[src/design/lags_pkg.sv]
// ----------------------------------------------------------------------------
// lags_pkg
// Shared types and constants for the life automaton generation step: register
// indexes, command codes, the column triple that moves through the window and
// the B3/S23 rule.
// ----------------------------------------------------------------------------
package lags_pkg;

    localparam int CFG_INDEX_W = 1;
    localparam int CFG_DATA_W  = 10;

    localparam logic [CFG_INDEX_W-1:0] REG_GRID_WIDTH  = 1'd0;
    localparam logic [CFG_INDEX_W-1:0] REG_GRID_HEIGHT = 1'd1;

    localparam logic [CFG_DATA_W-1:0] GRID_WIDTH_RESET  = 10'd500;
    localparam logic [CFG_DATA_W-1:0] GRID_HEIGHT_RESET = 10'd500;

    localparam logic CMD_CELL  = 1'b0;
    localparam logic CMD_FLUSH = 1'b1;

    localparam int COLUMN_W = 9;
    localparam int ROW_W    = 9;

    // one column of the 3x3 window: rows above, center and below
    typedef struct packed {
        logic top;
        logic mid;
        logic bot;
    } column_t;

    // live neighbour count, at most 8
    typedef logic [3:0] count_t;

    function automatic logic life_rule(input logic self, input count_t count);
        life_rule = (count == 4'd3) || (self && (count == 4'd2));
    endfunction

endpackage

[src/design/life_automaton_generation_step.sv]
// ----------------------------------------------------------------------------
// life_automaton_generation_step
// One generation of the B3/S23 automaton over a raster stream of cells,
// with a per-column store of the two rows above and a 3x3 window.
// ----------------------------------------------------------------------------
// pipeline: an input transfer passes stage b, stage c and the output register
// throughput: one item per cycle unless out_ready stalls the output, set by
//   the single store read and write per item (write-back forwarded to the next)
// reset: counters and window cleared, grid size 500 x 500; the column store
//   is not cleared, out-of-grid neighbours are masked instead
module life_automaton_generation_step #(
    parameter int MAX_WIDTH  = 512,
    parameter int MAX_HEIGHT = 512
) (
    input  logic                               clk,
    input  logic                               rst_n,

    input  logic                               cfg_we,
    input  logic [lags_pkg::CFG_INDEX_W-1:0]   cfg_index,
    input  logic [lags_pkg::CFG_DATA_W-1:0]    cfg_data,

    input  logic                               in_valid,
    output logic                               in_ready,
    input  logic                               command,
    input  logic                               alive,

    output logic                               out_valid,
    input  logic                               out_ready,
    output logic [lags_pkg::COLUMN_W-1:0]      column,
    output logic [lags_pkg::ROW_W-1:0]         row,
    output logic                               next_alive,
    output logic                               last_of_frame
);

    localparam int CW  = $clog2(MAX_WIDTH);
    localparam int QRW = $clog2(MAX_HEIGHT);
    localparam int RW  = $clog2(MAX_HEIGHT + 2);
    localparam int DWW = $clog2(MAX_WIDTH + 1);
    localparam int DHW = $clog2(MAX_HEIGHT + 1);

    // configuration
    logic [lags_pkg::CFG_DATA_W-1:0] grid_width_reg;
    logic [lags_pkg::CFG_DATA_W-1:0] grid_height_reg;
    logic [DWW-1:0]                  w;
    logic [DHW-1:0]                  h;

    // position counters
    logic [CW-1:0]  in_col_reg,  in_col_next;
    logic [RW-1:0]  in_row_reg,  in_row_next;
    logic [CW-1:0]  q_col_reg,   q_col_next;
    logic [QRW-1:0] q_row_reg,   q_row_next;

    // stage b: store read data arrives
    logic           b_valid_reg;
    logic           b_bit_reg;
    logic           b_emit_reg;
    logic           b_last_reg;
    logic [CW-1:0]  b_col_reg;
    logic [CW-1:0]  b_qc_reg;
    logic [QRW-1:0] b_qr_reg;
    logic           fwd_reg;
    logic [1:0]     fwd_data_reg;

    // stage c: window complete
    logic           c_valid_reg;
    logic           c_last_reg;
    logic [CW-1:0]  c_qc_reg;
    logic [QRW-1:0] c_qr_reg;
    lags_pkg::column_t win_left_reg, win_mid_reg, win_right_reg;

    // output register
    logic           out_valid_reg;
    logic [CW-1:0]  out_col_reg;
    logic [QRW-1:0] out_row_reg;
    logic           out_alive_reg;
    logic           out_last_reg;

    logic           en;
    logic           accept;
    logic           a_bit;
    logic           a_emit;
    logic           a_last;
    logic [1:0]     ram_rdata;
    logic [1:0]     col_word;
    logic [1:0]     wr_word;
    lags_pkg::column_t b_column;

    logic           left_ok, right_ok, top_ok, bot_ok;
    lags_pkg::count_t count;
    logic           c_next;

    // clamp register values into 1..max
    always_comb
    begin
        if (grid_width_reg == '0)
            w = DWW'(1);
        else if (32'(grid_width_reg) > 32'(MAX_WIDTH))
            w = DWW'(MAX_WIDTH);
        else
            w = DWW'(grid_width_reg);

        if (grid_height_reg == '0)
            h = DHW'(1);
        else if (32'(grid_height_reg) > 32'(MAX_HEIGHT))
            h = DHW'(MAX_HEIGHT);
        else
            h = DHW'(grid_height_reg);
    end

    assign en       = !out_valid_reg || out_ready;
    assign in_ready = en;
    assign accept   = in_valid && en;

    // input side: in-grid bit, whether a result is owed, end of frame
    assign a_bit  = (command == lags_pkg::CMD_CELL) && alive
                    && (32'(in_row_reg) < 32'(h));
    assign a_emit = (in_row_reg >= RW'(2))
                    || ((in_row_reg == RW'(1)) && (in_col_reg != '0));
    assign a_last = (32'(q_col_reg) + 32'd1 == 32'(w))
                    && (32'(q_row_reg) + 32'd1 == 32'(h));

    always_comb
    begin
        in_col_next = in_col_reg;
        in_row_next = in_row_reg;
        q_col_next  = q_col_reg;
        q_row_next  = q_row_reg;
        if (cfg_we)
        begin
            in_col_next = '0;
            in_row_next = '0;
            q_col_next  = '0;
            q_row_next  = '0;
        end
        else if (accept)
        begin
            if (a_emit && a_last)
            begin
                in_col_next = '0;
                in_row_next = '0;
                q_col_next  = '0;
                q_row_next  = '0;
            end
            else
            begin
                if (32'(in_col_reg) + 32'd1 == 32'(w))
                begin
                    in_col_next = '0;
                    in_row_next = in_row_reg + RW'(1);
                end
                else
                begin
                    in_col_next = in_col_reg + CW'(1);
                end
                if (a_emit)
                begin
                    if (32'(q_col_reg) + 32'd1 == 32'(w))
                    begin
                        q_col_next = '0;
                        q_row_next = q_row_reg + QRW'(1);
                    end
                    else
                    begin
                        q_col_next = q_col_reg + CW'(1);
                    end
                end
            end
        end
    end

    // word per column: [1] row just above, [0] two rows above
    lags_ram #(
        .WIDTH (2),
        .DEPTH (MAX_WIDTH)
    ) u_col_store (
        .clk   (clk),
        .we    (en && b_valid_reg),
        .waddr (b_col_reg),
        .wdata (wr_word),
        .re    (en),
        .raddr (in_col_reg),
        .rdata (ram_rdata)
    );

    assign col_word       = fwd_reg ? fwd_data_reg : ram_rdata;
    assign wr_word        = {b_bit_reg, col_word[1]};
    assign b_column.top   = col_word[0];
    assign b_column.mid   = col_word[1];
    assign b_column.bot   = b_bit_reg;

    // neighbour masks around the center cell
    assign left_ok  = (c_qc_reg != '0);
    assign right_ok = (32'(c_qc_reg) + 32'd1 < 32'(w));
    assign top_ok   = (c_qr_reg != '0);
    assign bot_ok   = (32'(c_qr_reg) + 32'd1 < 32'(h));

    assign count = 4'(win_left_reg.top  && left_ok  && top_ok)
                 + 4'(win_left_reg.mid  && left_ok)
                 + 4'(win_left_reg.bot  && left_ok  && bot_ok)
                 + 4'(win_mid_reg.top   && top_ok)
                 + 4'(win_mid_reg.bot   && bot_ok)
                 + 4'(win_right_reg.top && right_ok && top_ok)
                 + 4'(win_right_reg.mid && right_ok)
                 + 4'(win_right_reg.bot && right_ok && bot_ok);

    assign c_next = lags_pkg::life_rule(win_mid_reg.mid, count);

    always_ff @(posedge clk or negedge rst_n)
    begin
        if (!rst_n)
        begin
            grid_width_reg  <= lags_pkg::GRID_WIDTH_RESET;
            grid_height_reg <= lags_pkg::GRID_HEIGHT_RESET;
            in_col_reg      <= '0;
            in_row_reg      <= '0;
            q_col_reg       <= '0;
            q_row_reg       <= '0;
            b_valid_reg     <= 1'b0;
            fwd_reg         <= 1'b0;
            c_valid_reg     <= 1'b0;
            win_left_reg    <= '0;
            win_mid_reg     <= '0;
            win_right_reg   <= '0;
            out_valid_reg   <= 1'b0;
        end
        else
        begin
            if (cfg_we)
            begin
                unique case (cfg_index)
                    lags_pkg::REG_GRID_WIDTH:  grid_width_reg  <= cfg_data;
                    lags_pkg::REG_GRID_HEIGHT: grid_height_reg <= cfg_data;
                    default: ;
                endcase
            end
            in_col_reg <= in_col_next;
            in_row_reg <= in_row_next;
            q_col_reg  <= q_col_next;
            q_row_reg  <= q_row_next;

            if (en)
            begin
                b_valid_reg <= accept;
                // write-back of stage b to the column being read now
                fwd_reg     <= b_valid_reg && (b_col_reg == in_col_reg);
                c_valid_reg <= b_valid_reg && b_emit_reg;
                if (b_valid_reg)
                begin
                    win_left_reg  <= win_mid_reg;
                    win_mid_reg   <= win_right_reg;
                    win_right_reg <= b_column;
                end
                out_valid_reg <= c_valid_reg;
            end
        end
    end

    // payload registers
    always_ff @(posedge clk)
    begin
        if (en)
        begin
            b_bit_reg    <= a_bit;
            b_emit_reg   <= a_emit;
            b_last_reg   <= a_last;
            b_col_reg    <= in_col_reg;
            b_qc_reg     <= q_col_reg;
            b_qr_reg     <= q_row_reg;
            fwd_data_reg <= wr_word;
            c_last_reg   <= b_last_reg;
            c_qc_reg     <= b_qc_reg;
            c_qr_reg     <= b_qr_reg;
            out_col_reg   <= c_qc_reg;
            out_row_reg   <= c_qr_reg;
            out_alive_reg <= c_next;
            out_last_reg  <= c_last_reg;
        end
    end

    assign out_valid     = out_valid_reg;
    assign column        = lags_pkg::COLUMN_W'(out_col_reg);
    assign row           = lags_pkg::ROW_W'(out_row_reg);
    assign next_alive    = out_alive_reg;
    assign last_of_frame = out_last_reg;

endmodule

[src/design/lags_ram.sv]
// ----------------------------------------------------------------------------
// lags_ram
// Generic simple dual-port RAM, one write port and one read port with
// registered read data held while the read enable is low.
// ----------------------------------------------------------------------------
module lags_ram #(
    parameter int WIDTH = 2,
    parameter int DEPTH = 512
) (
    input  logic                     clk,
    input  logic                     we,
    input  logic [$clog2(DEPTH)-1:0] waddr,
    input  logic [WIDTH-1:0]         wdata,
    input  logic                     re,
    input  logic [$clog2(DEPTH)-1:0] raddr,
    output logic [WIDTH-1:0]         rdata
);

    logic [WIDTH-1:0] mem [DEPTH];
    logic [WIDTH-1:0] rdata_reg;

    always_ff @(posedge clk)
    begin
        if (we)
        begin
            mem[waddr] <= wdata;
        end
        if (re)
        begin
            rdata_reg <= mem[raddr];
        end
    end

    assign rdata = rdata_reg;

endmodule
[config.mk]
export PLATFORM = sky130hd
export DESIGN_NAME = life_automaton_generation_step
export DESIGN_NICKNAME = d
export VERILOG_FILES = /design/src/design/lags_pkg.sv /design/src/design/life_automaton_generation_step.sv /design/src/design/lags_ram.sv
export SDC_FILE = /design/constraint.sdc
export NUM_CORES = 2
export LEC_CHECK = 0
export BUFFER_PORTS_ARGS = -buffer_cell sky130_fd_sc_hd__buf_2
export CAP_MARGIN = 20
export CELL_PAD_IN_SITES_DETAIL_PLACEMENT = 1
export CELL_PAD_IN_SITES_GLOBAL_PLACEMENT = 1
export CORE_MARGIN = 3
export CORE_UTILIZATION = 39
export DETAILED_ROUTE_END_ITERATION = 16
export PLACE_DENSITY_LB_ADDON = 0.1
export SLEW_MARGIN = 20
export SYNTH_ARGS = -nofsm -noshare
export SYNTH_HDL_FRONTEND = slang
export SYNTH_SLANG_ARGS = --single-unit
[constraint.sdc]
create_clock -name clk -period 7.58 [get_ports clk]
set_clock_uncertainty 0.2 [all_clocks]
set_input_delay 0.758 -clock clk [delete_from_list [all_inputs] [get_ports clk]]
set_output_delay 0.758 -clock clk [all_outputs]
set_load 0.1 [all_outputs]
==> qor.yml <==
seqPwrFrac_pct: 47.1
numCtsBuffers: 134
gp_congestion: 0.786
setup_viol: 0
period_share_pct: 63.6
antenna_found_initial: 5
drcViolationCount: 0
design.core.area_um2: 125000
placed_cell_area_um2: 51400
regArea_um2: 34700
design.die.area_um2: 131000
cts_tree: "built"
drive_gt1_share_pct: 19.4
tns_ns: 0
synth_edf_count: 1097
route.antenna.remaining_nets: 0
grt_max_degree: 255
htree_levels: 4
rsz0062_at_grt: "no"
hold_start: "cfg_data[6]"
period_needed_ns: 4.82
crit_start: "grid_width_reg[9]"
drtIter0Drc: 2627
die_h_um: 362
drv_slew: 0
dp_hpwl_mm: 84.8
maxCapViolCount: 0
routed_wl_mm: 147
rows: 129
ir_drop_mv: 0.293
critPathArrivalTime_ns: 5.13
hold_class: "in -> reg"
regToRegStartpoint: "grid_width_reg[9]"
num-fill-cells: 12000
cp_max_fo: 15
power.internal_w: 0.0123
grt-ovfl-total: 0
synth_ff_type: "edfxtp_1"
clock_latency_ns: 0.76
pin_count: 40
die_width_um: 362
largest-register: "u_col_store.mem"
first_pass_iters: 7
largest_reg_flops: 1024
cts.sinks: 1167
synth-seq-cells: 1167
synth_nets: 3127
crit_required_ns: 7.89
p_sw_share_pct: 27.2
grt_pass1_wl_mm: 215
vias: 27900
vias_per_cell: 5.76
grt_pass1_vias: 30200
grt_usage_pct: 22.6
combPwrFrac_pct: 15.5
cp-end-kind: "flip-flop"
tightest_slew_ns: 1.16
clkTransAtPathRegs_ns: 0.06
ys.warnings.count: 0
postCtsResizedCells: 0
multi_input_area_um2: 13700
syn_inst: 3064
synthArstFlopShare_pct: 6.00
ys_types: 83
nets: 3163
clockRootBuffer: "clkbuf_16"
power.leakage_nw: 18.0
p_clk_share_pct: 37.4
status: "finished clean"
hold_viol_final: 0
slew_headroom_pct: 22.4
start_util_pct: 39.6
power.density_nw_per_um2: 303
worst_setup_path_start_kind: "flip-flop"
port-buffer-count: 39
p_switching_w: 0.00459
stdcell_area_um2: 55700
area_growth_pct: 12.9
fmax_ghz: 0.208
cts_buffer_depth: 3
ys_seq_area_share_pct: 70.3
netlist_area_um2: 49300
avgSynthCellArea_um2: 16.1
timing.hold.ws_ns: 0.0898
crit_type: "reg -> reg"
routedWlPerCell_um: 30.3
-- power by group through the flow --
stage | Combinational [W] | Clock (W) | Sequential, W
2_1_floorplan | 0.00148 | 0 | 0.00836
6_report | 0.00262 | 0.00631 | 0.00795
3_5_place_dp | 0.00263 | 0 | 0.00809
4_1_cts | 0.00265 | 0.00645 | 0.00796
3_3_place_gp | 0.00256 | 0 | 0.00808
5_1_grt | 0.00283 | 0.00671 | 0.00797
-- placed cells by master, fill, tap and decap left out, drive strengths merged, types with 14 or more instances in the layout --
master | Yosys | layout
xor2 | 14 | 14
a22o | 17 | 17
and3 | 21 | 21
xnor2 | 30 | 30
mux2i | 104 | 104
clkinv | 4 | 53
nor2b | 17 | 17
inv | 36 | 45
nor2 | 564 | 564
nor4 | 16 | 16
edfxtp | 1097 | 1097
mux4 | 229 | 229
nand3 | 51 | 51
o221ai | 23 | 23
a22oi | 14 | 14
buf | 73 | 101
mux2 | 34 | 34
nor3 | 16 | 16
nand4 | 17 | 17
a21oi | 57 | 57
nand2 | 150 | 150
dfrtp | 58 | 58
o21ai | 57 | 57
a211oi | 17 | 17
o22ai | 24 | 24
clkbuf | 129 | 172
ha | 41 | 41
-- per-layer routing --
| layer | global-route usage [%] | part of all wire, % | vias up |
|---|---|---|---|
| met5 | 0 | 0 | - |
| met4 | 6.71 | 2.7 | 0 |
| met3 | 3.32 | 5.2 | 224 |
| met2 | 38.3 | 50 | 814 |
| met1 | 30.4 | 42 | 14900 |
| li1 | - | - | 11900 |
-- kinds of logic after synthesis --
| family | count (synthesis) | synth area share (%) |
|---|---|---|
| AOI/OAI and AO/OA | 283 | 3.95 |
| and+or+nand+nor | 909 | 7.94 |
| muxes | 367 | 13.3 |
| DFF | 1167 | 70.3 |
| adders and majority gates | 45 | 1.20 |
| buffers and inverters | 242 | 2.11 |
| xor gates and xnor gates | 51 | 1.10 |
-- worst max-delay path, cell delays in order, from the launching register on --
cell and delay [ns]:
dfrtp_1 0.62, clkinv_1 0.36, a32oi_1 0.44, o21a_1 0.16, nor2_1 0.04, o21ai_0 0.21, a211oi_1 0.10, o31a_1 0.32
and3_1 0.22, fa_1 0.56, fa_1 0.42, ha_1 0.23, fa_1 0.39, nand3_1 0.08, o21ai_0 0.09, o211a_1 0.13
-- Yosys cell counts, types with 15 or more instances --
master | instances | area [um2]
edfxtp_1 | 1097 | 32900
nor2_1 | 564 | 2120
mux4_2 | 229 | 5160
nand2_1 | 149 | 559
clkbuf_1 | 129 | 484
mux2i_1 | 104 | 1040
dfrtp_1 | 58 | 1450
a21oi_1 | 57 | 285
o21ai_0 | 54 | 270
nand3_1 | 47 | 235
ha_1 | 41 | 513
inv_1 | 36 | 135
mux2_2 | 34 | 383
buf_2 | 33 | 165
xnor2_1 | 30 | 263
o22ai_1 | 24 | 150
o221ai_1 | 23 | 201
and3_1 | 21 | 131
buf_4 | 21 | 158
a211oi_1 | 17 | 128
a22o_1 | 17 | 149
buf_1 | 17 | 63.8
nand4_1 | 17 | 106
nor2b_1 | 17 | 106
nor3_1 | 15 | 75.1
-- path summary, 6_finish.rpt --
| check | endpoint | slack (ns) | depth (start not counted) |
|---|---|---|---|
| min in group asynchronous | q_col_reg[4] | 0.23 | 2 |
| min | grid_width_reg[6] | 0.09 | 2 |
| min reg2reg | c_qc_reg[8] | 0.22 | 0 |
| max reg2reg | next_alive | 2.76 | 15 |
| max in group asynchronous | grid_width_reg[7] | 6.31 | 3 |
| max | next_alive | 2.76 | 15 |
-- timing repair --
item	in CTS	in global routing
hold buffers	1	0
hold endpoints to repair	58	0
buffers inserted	0	0
-- cell type report --
class | count | area share, %
diodes | 1 | 0.00449
clock buffers | 172 | 6.60
clock inverters | 68 | 1.02
inverters | 40 | 0.274
multi-input cells | 1655 | 24.7
flip-flops and latches | 1167 | 62.3
well taps | 1637 | 3.68
repair buffers | 102 | 1.44
-- metrics by stage --
stage                     power, W  util (%)  std cells  setup WS (ns)
after floorplan            0.00984         -       3064         -0.241
after global placement      0.0106      41.2       4598           2.80
after detailed placement    0.0107      41.2       4598           2.72
after CTS                   0.0171      44.6       4839           2.70
after global routing        0.0175      44.7       4841           2.42
final                       0.0169      44.7       4842           2.76
(Power assumes the default switching activity.)
